File: src/rtl/core/assert_macros.svh
// ----------------------------------------------------------------------------
// Assertion macros
// Shared concurrent assertion forms. They compile to nothing for synthesis.
// ----------------------------------------------------------------------------
`ifndef ASSERT_MACROS_SVH
`define ASSERT_MACROS_SVH

`ifndef SYNTHESIS

// The consequent must hold in the same cycle as the antecedent.
`define ASSERT_IMPLIES(lbl, clk, rst, ante, cons) \
  lbl: assert property (@(posedge clk) disable iff (rst) (ante) |-> (cons)) \
    else $error("%m: assertion failed");

// The consequent must hold in the cycle after the antecedent.
`define ASSERT_NEXT(lbl, clk, rst, ante, cons) \
  lbl: assert property (@(posedge clk) disable iff (rst) (ante) |=> (cons)) \
    else $error("%m: assertion failed");

// The expression must never be true.
`define ASSERT_NEVER(lbl, clk, rst, expr) \
  lbl: assert property (@(posedge clk) disable iff (rst) !(expr)) \
    else $error("%m: assertion failed");

`else

`define ASSERT_IMPLIES(lbl, clk, rst, ante, cons)
`define ASSERT_NEXT(lbl, clk, rst, ante, cons)
`define ASSERT_NEVER(lbl, clk, rst, expr)

`endif

`endif

File: src/rtl/core/shk_pkg.sv
// ----------------------------------------------------------------------------
// String key hash package
// Types and fixed constants shared by the string hash sequencer and its units.
// ----------------------------------------------------------------------------
`default_nettype none

package shk_pkg;

  // Field widths fixed by the interface.
  localparam int CH_W    = 16;
  localparam int IDX_W   = 24;
  localparam int CNT_W   = 16;
  localparam int DIGIT_W = 16;

  // Weight sequence: starts at 113 and rises by 22 per character.
  localparam int WEIGHT_START = 113;
  localparam int WEIGHT_STEP  = 22;

  // Configuration register indexes and reset values.
  typedef logic [0:0] cfg_index_t;
  localparam cfg_index_t REG_TABLE_SIZE = 1'b0;
  localparam cfg_index_t REG_MAX_CHARS  = 1'b1;

  localparam logic [IDX_W-1:0] TABLE_SIZE_RESET = 24'd1021;
  localparam logic [CNT_W-1:0] MAX_CHARS_RESET  = 16'd256;

  // Sequencer states.
  typedef enum logic [2:0] {
    S_IDLE,
    S_MUL1,
    S_MUL2,
    S_ADD,
    S_DIV,
    S_CHECK,
    S_EMIT
  } state_t;

  // Status reported by a multi-cycle arithmetic unit.
  typedef struct packed {
    logic busy;
    logic done;
  } unit_stat_t;

endpackage

`default_nettype wire

File: src/rtl/core/string_key_hash_index.sv
// ----------------------------------------------------------------------------
// String key hash index
// Hashes a zero-terminated character stream into a bucket index.
// ----------------------------------------------------------------------------
// Characters enter on the ch channel (ch_valid/ch_stall), one transaction per
// character; a zero character ends the string. Each finished or truncated
// string yields one transaction on the bucket channel with its bucket index.
// Registers are written through the cfg channel (index 0 table_size, index 1
// max_chars); the user must write them only while no string is in flight,
// which the block itself does not enforce. A character runs two products on
// the 16-bit digit multiplier, each over NDIG = ceil(ACC_WIDTH/16) digits,
// then a reduction on the one-bit-per-cycle remainder unit only when the
// running value exceeds a nonzero table size; a character that ends a
// truncated string then goes on to emit its result. A terminator runs a
// reduction, or none with a zero table size; skipped characters are accepted
// without work. ch_stall is high while a character is in work, and a result
// is valid right after the last cycle of the character that causes it.
// The result sits in an output register, so the next character is accepted
// while it waits; a further result waits until that register is taken.
// Reset (rst, synchronous) restores the register defaults, clears the hash
// state and drops any pending result.
// ----------------------------------------------------------------------------
`default_nettype none
`include "assert_macros.svh"

module string_key_hash_index #(
  parameter int ACC_WIDTH = 32
) (
  input  wire logic                        clk,
  input  wire logic                        rst,
  // Character channel.
  input  wire logic                        ch_valid,
  output logic                             ch_stall,
  input  wire logic [shk_pkg::CH_W-1:0]    ch,
  // Result channel.
  output logic                             bucket_valid,
  input  wire logic                        bucket_stall,
  output logic      [shk_pkg::IDX_W-1:0]   bucket_index,
  // Configuration channel.
  input  wire logic                        cfg_valid,
  output logic                             cfg_ready,
  input  wire shk_pkg::cfg_index_t         cfg_index,
  input  wire logic [shk_pkg::IDX_W-1:0]   cfg_data
);

  localparam int W = ACC_WIDTH;

  shk_pkg::state_t state;
  shk_pkg::state_t state_next;

  logic [shk_pkg::IDX_W-1:0] table_size;
  logic [shk_pkg::CNT_W-1:0] max_chars;

  logic [W-1:0]              acc;
  logic [W-1:0]              acc_next;
  logic [W-1:0]              weight;
  logic [W-1:0]              weight_next;
  logic [W-1:0]              weight_inc;
  logic [shk_pkg::CNT_W-1:0] char_count;
  logic [shk_pkg::CNT_W-1:0] char_count_next;
  logic                      skipping_rest;
  logic                      skipping_rest_next;
  logic                      term_pending;
  logic                      term_pending_next;

  logic                      mul_start;
  logic [W-1:0]              mul_a;
  logic [W-1:0]              mul_b;
  logic [W-1:0]              mul_p;
  shk_pkg::unit_stat_t       mul_stat;

  logic                      div_start;
  logic [shk_pkg::IDX_W-1:0] div_rem;
  shk_pkg::unit_stat_t       div_stat;

  logic                      out_load;

  assign weight_inc = weight + W'(shk_pkg::WEIGHT_STEP);
  assign ch_stall   = (state != shk_pkg::S_IDLE);
  assign cfg_ready  = 1'b1;

  // Shared arithmetic units.
  shk_mul #(.W(W)) u_mul (
    .clk   (clk),
    .rst   (rst),
    .start (mul_start),
    .a     (mul_a),
    .b     (mul_b),
    .p     (mul_p),
    .stat  (mul_stat)
  );

  shk_div #(.W(W)) u_div (
    .clk      (clk),
    .rst      (rst),
    .start    (div_start),
    .dividend (acc),
    .divisor  (table_size),
    .rem      (div_rem),
    .stat     (div_stat)
  );

  // Configuration registers.
  always_ff @(posedge clk) begin
    if (rst) begin
      table_size <= shk_pkg::TABLE_SIZE_RESET;
      max_chars  <= shk_pkg::MAX_CHARS_RESET;
    end else if (cfg_valid && cfg_ready) begin
      case (cfg_index)
        shk_pkg::REG_TABLE_SIZE: table_size <= cfg_data;
        shk_pkg::REG_MAX_CHARS:  max_chars  <= cfg_data[shk_pkg::CNT_W-1:0];
        default: ;
      endcase
    end
  end

  // Sequencer state and hash state registers.
  always_ff @(posedge clk) begin
    if (rst) begin
      state         <= shk_pkg::S_IDLE;
      acc           <= '0;
      weight        <= W'(shk_pkg::WEIGHT_START);
      char_count    <= '0;
      skipping_rest <= 1'b0;
      term_pending  <= 1'b0;
    end else begin
      state         <= state_next;
      acc           <= acc_next;
      weight        <= weight_next;
      char_count    <= char_count_next;
      skipping_rest <= skipping_rest_next;
      term_pending  <= term_pending_next;
    end
  end

  // Next state and unit control.
  always_comb begin
    state_next         = state;
    acc_next           = acc;
    weight_next        = weight;
    char_count_next    = char_count;
    skipping_rest_next = skipping_rest;
    term_pending_next  = term_pending;
    mul_start          = 1'b0;
    mul_a              = weight_inc;
    mul_b              = W'(ch);
    div_start          = 1'b0;
    out_load           = 1'b0;

    case (state)
      shk_pkg::S_IDLE: begin
        if (ch_valid) begin
          if (ch == '0) begin
            if (skipping_rest) begin
              // Terminator of a truncated string: no result.
              skipping_rest_next = 1'b0;
              acc_next           = '0;
              weight_next        = W'(shk_pkg::WEIGHT_START);
              char_count_next    = '0;
            end else if (table_size != '0) begin
              div_start         = 1'b1;
              term_pending_next = 1'b1;
              state_next        = shk_pkg::S_DIV;
            end else begin
              state_next = shk_pkg::S_EMIT;
            end
          end else if (!skipping_rest) begin
            // Start character times the raised weight.
            weight_next = weight_inc;
            mul_start   = 1'b1;
            state_next  = shk_pkg::S_MUL1;
          end
        end
      end

      shk_pkg::S_MUL1: begin
        // Multiply the first product by the weight again.
        if (mul_stat.done) begin
          mul_start  = 1'b1;
          mul_a      = mul_p;
          mul_b      = weight;
          state_next = shk_pkg::S_MUL2;
        end
      end

      shk_pkg::S_MUL2: begin
        if (mul_stat.done) begin
          acc_next        = acc + mul_p;
          char_count_next = char_count + 1'b1;
          state_next      = shk_pkg::S_ADD;
        end
      end

      shk_pkg::S_ADD: begin
        // Reduce only when the value has grown past a nonzero table size.
        if ((acc > W'(table_size)) && (table_size != '0)) begin
          div_start         = 1'b1;
          term_pending_next = 1'b0;
          state_next        = shk_pkg::S_DIV;
        end else begin
          state_next = shk_pkg::S_CHECK;
        end
      end

      shk_pkg::S_DIV: begin
        if (div_stat.done) begin
          acc_next = W'(div_rem);
          if (term_pending) begin
            state_next = shk_pkg::S_EMIT;
          end else begin
            state_next = shk_pkg::S_CHECK;
          end
        end
      end

      shk_pkg::S_CHECK: begin
        // Length limit reached: emit now and skip to the terminator.
        if (char_count >= max_chars) begin
          skipping_rest_next = 1'b1;
          state_next         = shk_pkg::S_EMIT;
        end else begin
          state_next = shk_pkg::S_IDLE;
        end
      end

      shk_pkg::S_EMIT: begin
        if (!bucket_valid || !bucket_stall) begin
          out_load          = 1'b1;
          term_pending_next = 1'b0;
          acc_next          = '0;
          weight_next       = W'(shk_pkg::WEIGHT_START);
          char_count_next   = '0;
          state_next        = shk_pkg::S_IDLE;
        end
      end

      default: begin
        state_next = shk_pkg::S_IDLE;
      end
    endcase
  end

  // Output register: holds a result until the receiver takes it.
  always_ff @(posedge clk) begin
    if (rst) begin
      bucket_valid <= 1'b0;
    end else if (out_load) begin
      bucket_valid <= 1'b1;
    end else if (!bucket_stall) begin
      bucket_valid <= 1'b0;
    end
  end

  always_ff @(posedge clk) begin
    if (out_load) begin
      bucket_index <= acc[shk_pkg::IDX_W-1:0];
    end
  end

  // The multiplier and the remainder unit never run at the same time.
  `ASSERT_NEVER(a_units_exclusive, clk, rst, mul_stat.busy && div_stat.busy)
  // A finished reduction leaves the value below the table size.
  `ASSERT_NEXT(a_rem_below_size, clk, rst, (state == shk_pkg::S_DIV) && div_stat.done, acc < W'(table_size))
  // While skipping a truncated string the character count stays cleared.
  `ASSERT_IMPLIES(a_skip_clear, clk, rst, (state == shk_pkg::S_IDLE) && skipping_rest, char_count == '0)

endmodule

`default_nettype wire

File: src/rtl/core/shk_mul.sv
// ----------------------------------------------------------------------------
// Iterative multiplier
// Computes a * b modulo 2^W, one 16-bit digit of b per cycle.
// ----------------------------------------------------------------------------
`default_nettype none

module shk_mul #(
  parameter int W = 32
) (
  input  wire logic             clk,
  input  wire logic             rst,
  input  wire logic             start,
  input  wire logic [W-1:0]     a,
  input  wire logic [W-1:0]     b,
  output logic      [W-1:0]     p,
  output shk_pkg::unit_stat_t   stat
);

  localparam int DW   = shk_pkg::DIGIT_W;
  localparam int NDIG = (W + DW - 1) / DW;
  localparam int BW   = NDIG * DW;
  localparam int CW   = $clog2(NDIG + 1);

  logic [W-1:0]    a_sh;
  logic [BW-1:0]   b_sh;
  logic [CW-1:0]   cnt;
  logic            busy;
  logic            done;
  logic [W+DW-1:0] pp;

  // One partial product: the shifted multiplicand times the low digit.
  assign pp = {{DW{1'b0}}, a_sh} * {{W{1'b0}}, b_sh[DW-1:0]};

  // Digit-serial multiply-accumulate.
  always_ff @(posedge clk) begin
    if (rst) begin
      busy <= 1'b0;
      done <= 1'b0;
      cnt  <= '0;
    end else begin
      done <= 1'b0;
      if (start) begin
        busy <= 1'b1;
        cnt  <= '0;
      end else if (busy) begin
        cnt <= cnt + 1'b1;
        if (cnt == CW'(NDIG - 1)) begin
          busy <= 1'b0;
          done <= 1'b1;
        end
      end
    end
  end

  // Operand and product registers carry no reset.
  always_ff @(posedge clk) begin
    if (start) begin
      a_sh <= a;
      b_sh <= BW'(b);
      p    <= '0;
    end else if (busy) begin
      a_sh <= a_sh << DW;
      b_sh <= b_sh >> DW;
      p    <= p + pp[W-1:0];
    end
  end

  assign stat.busy = busy;
  assign stat.done = done;

endmodule

`default_nettype wire

File: src/rtl/core/shk_div.sv
// ----------------------------------------------------------------------------
// Restoring remainder unit
// Reduces a W-bit dividend modulo a nonzero 24-bit divisor, one bit per cycle.
// ----------------------------------------------------------------------------
`default_nettype none

module shk_div #(
  parameter int W = 32
) (
  input  wire logic                       clk,
  input  wire logic                       rst,
  input  wire logic                       start,
  input  wire logic [W-1:0]               dividend,
  input  wire logic [shk_pkg::IDX_W-1:0]  divisor,
  output logic      [shk_pkg::IDX_W-1:0]  rem,
  output shk_pkg::unit_stat_t             stat
);

  localparam int RW = shk_pkg::IDX_W;
  localparam int CW = $clog2(W + 1);

  logic [W-1:0]  q;
  logic [RW-1:0] d;
  logic [CW-1:0] cnt;
  logic          busy;
  logic          done;
  logic [RW:0]   r_sh;
  logic [RW:0]   diff;

  // Shift in the next dividend bit and trial-subtract the divisor.
  assign r_sh = {rem, q[W-1]};
  assign diff = r_sh - {1'b0, d};

  // Bit counter and handshake.
  always_ff @(posedge clk) begin
    if (rst) begin
      busy <= 1'b0;
      done <= 1'b0;
      cnt  <= '0;
    end else begin
      done <= 1'b0;
      if (start) begin
        busy <= 1'b1;
        cnt  <= '0;
      end else if (busy) begin
        cnt <= cnt + 1'b1;
        if (cnt == CW'(W - 1)) begin
          busy <= 1'b0;
          done <= 1'b1;
        end
      end
    end
  end

  // Partial remainder and dividend shift register.
  always_ff @(posedge clk) begin
    if (start) begin
      q   <= dividend;
      d   <= divisor;
      rem <= '0;
    end else if (busy) begin
      q <= q << 1;
      if (r_sh >= {1'b0, d}) begin
        rem <= diff[RW-1:0];
      end else begin
        rem <= r_sh[RW-1:0];
      end
    end
  end

  assign stat.busy = busy;
  assign stat.done = done;

endmodule

`default_nettype wire

File: config.mk
export PLATFORM = sky130hd
export DESIGN_NAME = string_key_hash_index
export DESIGN_NICKNAME = d
export VERILOG_FILES = /design/src/rtl/core/shk_pkg.sv /design/src/rtl/core/string_key_hash_index.sv /design/src/rtl/core/shk_mul.sv /design/src/rtl/core/shk_div.sv
export VERILOG_INCLUDE_DIRS = /design/src /design/src/rtl/core
export SDC_FILE = /design/constraint.sdc
export NUM_CORES = 2
export LEC_CHECK = 0
export ABC_CLOCK_PERIOD_IN_PS = 8500
export BUFFER_PORTS_ARGS = -buffer_cell sky130_fd_sc_hd__buf_2
export CORE_UTILIZATION = 55
export CTS_BUF_LIST = sky130_fd_sc_hd__clkbuf_2 sky130_fd_sc_hd__clkbuf_4 sky130_fd_sc_hd__clkbuf_8
export CTS_CLUSTER_DIAMETER = 40
export DETAILED_ROUTE_END_ITERATION = 12
export PLACE_DENSITY = 0.78
export RECOVER_POWER = 100
export SYNTH_ARGS = -nofsm -noshare
export SYNTH_HDL_FRONTEND = slang
export SYNTH_HIERARCHICAL = 1
export SYNTH_SLANG_ARGS = --single-unit
File: constraint.sdc
create_clock -name clk -period 8.5 [get_ports clk]
set_input_delay 1.275 -clock clk [delete_from_list [all_inputs] [get_ports clk]]
set_output_delay 1.275 -clock clk [all_outputs]
set_load 0.05 [all_outputs]
==> metrics.md <==
| Metric | Value |
|---|---|
| Net count, final | 3993 |
| First-pass GRT wire length | 129000 µm |
| Crit path capture type | flop |
| Synthesized cell area | 31000 µm² |
| Clk root buf | clkbuf_8 |
| Met2 GRT Util | 45.8% |
| Antenna violations before repair | 0 |
| Clk buf depth | 3 |
| Met1 Use GR | 39.0% |
| Post-CTS resize count | 0 |
| Clk slew on worst S/H paths | 60 ps |
| First DRT Iteration DRCs | 2159 |
| Grt peak-use layer | met2 |
| Hold crit path type | reg -> reg |
| Multi-input gate area | 20000 µm² |
| Drt first pass iters | 6 |
| Max Clock Freq | 136 MHz |
| FF/Latch Area | 8210 µm² |
| Fin. Hold Viols | 0 |
| Fraction of layout cells with a size suffix above 1 | 7.78% |
| Slew @ Worst Pin | 4430 ps |
| Syn nets | 3998 |
| # rows | 86 |
| Mapped Avg Cell Area | 8.98 µm² |
| CTS tree | done |
| Starting Density | 56.0% |
| Total global routing overflow | 0 |
| GPL Wtd Cong | 0.959 |
| RSZ-0062 raised after global routing | false |
| Total CTS buffers | 66 |
| Die Y | 239 µm |
| Fill cells | 4855 |
| Maxcap violations | 9 |
| Min cycle time layout | 7330 ps |
| ANT nets after route | 0 |
| Post-CTS Setup Bufs | 0 |
| Clk_lat worst skew | 660 ps |
| Die width | 239 µm |
| Vias in the first global route | 24000 |
| Setup Viol. Count Final | 0 |
| CTS sink count | 338 |
| Port buffer count | 71 |
| Worst Hold Depth | 2 |
| Area delta synth->final | 6.77% |
| GR Util met3 | 5.61% |
| Area of the core | 55300 µm² |
| Slew Limit Fails | 430 |
| Wirelength per Cell | 19.0 µm |
| Crit path required time | 8810 ps |
| Drt total wl | 80800 µm |
| Final period util | 86.2% |
| R2R depth | 20 |
| CP Max Fanout | 17 |
| Critical setup path kind | reg -> reg |
| Die Area | 57200 µm² |
| Clock Skew | 33.1 ps |
| DR DRC count | 0 |
| Status | complete, but fails checks |
| Ports | 73 |
| Mapped Cells | 3449 |
| Largest net degree at the start of global routing | 92 |
| Vias | 24200 |
| Failing checks | capacitance limit, slew limit |
| Cell area after layout | 33100 µm² |
| Post-CTS Hold Fix Bufs | 0 |
| Syn. warnings | 6 |
| Worst rel slew slack | -195% |
| Max H-tree Level | 3 |
| Critical Path Start Type | flop |
| Critical path arrival | 7640 ps |
| Dpl cell area | 31700 µm² |
| Layout Utilization | 59.8% |
| DR vias/cell | 5.71 |
| Ant diodes | 0 |
| WHS | 455 ps |
| Tot GR Track Use | 29.0% |
| Setup TNS | 0 ps |
| Detail Placement HPWL | 60400 µm |
path summary, 6_finish.rpt:
check,from,to,slack (ps)
setup / recovery,u_mul/b_sh[2]$_DFFE_PP_,u_mul/p[29]$_SDFFE_PP0P_,1170
hold / removal,max_chars[4]$_SDFFE_PP0P_,max_chars[4]$_SDFFE_PP0P_,450
setup reg to reg,u_mul/b_sh[2]$_DFFE_PP_,u_mul/p[29]$_SDFFE_PP0P_,1170
hold reg to reg,max_chars[4]$_SDFFE_PP0P_,max_chars[4]$_SDFFE_PP0P_,450
cells in the final DEF (no fill, tap or decap), drive strengths merged, types with 139 or more instances in the layout:
cell type,instances
a21oi,182
and2,217
clkbuf,139
dfxtp,194
edfxtp,144
fa,336
ha,167
inv,532
nand2,467
nor2,230
worst max-delay path, cell delays in order (launching register included):
cell	delay, ps
edfxtp_1	890
clkbuf_1	570
nand2_1	180
fa_1	560
inv_1	50
fa_1	470
fa_1	530
fa_1	450
fa_1	550
inv_1	60
fa_1	530
inv_1	40
ha_1	370
a21o_1	200
a31o_1	200
a221oi_1	450
nand2_1	120
o211ai_2	300
a32oi_1	180
xnor2_1	170
a211oi_1	90
sequential cells by signal (all words and copies together) (netlist names):
register and cells:
char_count 16, u_mul/p 32, state 3, u_mul/b_sh 32, term_pending 1, u_mul/a_sh 32
weight 32, u_mul/cnt 2, u_mul/done 1, u_div/done 1, acc 32, u_div/d 24
u_div/busy 1, skipping_rest 1, u_div/rem 24, u_mul/busy 1, u_div/cnt 6, u_div/q 32
bucket_valid 1, max_chars 16, table_size 24, bucket_index 24
final cells by class:
type / count / area share (%)
Multi-Input combinational cell: 2413 / 60.6
Tap cell: 748 / 2.83
Inverter: 530 / 6.02
Clock inverter: 25 / 0.780
Clock buffer: 96 / 3.60
Timing Repair Buffer: 95 / 1.37
Sequential cell: 338 / 24.8
stage by stage:
| stage | std cells | setup slack, ps |
|---|---|---|
| CTS | 4245 | 1670 |
| global placement | 4124 | 1870 |
| finish | 4245 | 1170 |
| floorplan | 3449 | 2350 |
| detailed placement | 4124 | 1730 |
| global route | 4245 | 813 |
layer usage:
| layer | vias up | routed length (µm) | share of wire (%) |
|---|---|---|---|
| li1 | 11200 | - | - |
| met2 | 1040 | 36900 | 46 |
| met1 | 11800 | 33600 | 42 |
| met4 | 0 | 3250 | 4.0 |
| met3 | 225 | 7010 | 8.7 |
| met5 | - | 0 | 0 |
Power is left out: the tool's default activity adds up to more than one toggle a clock period on the data nets, which glitch-free logic cannot reach.
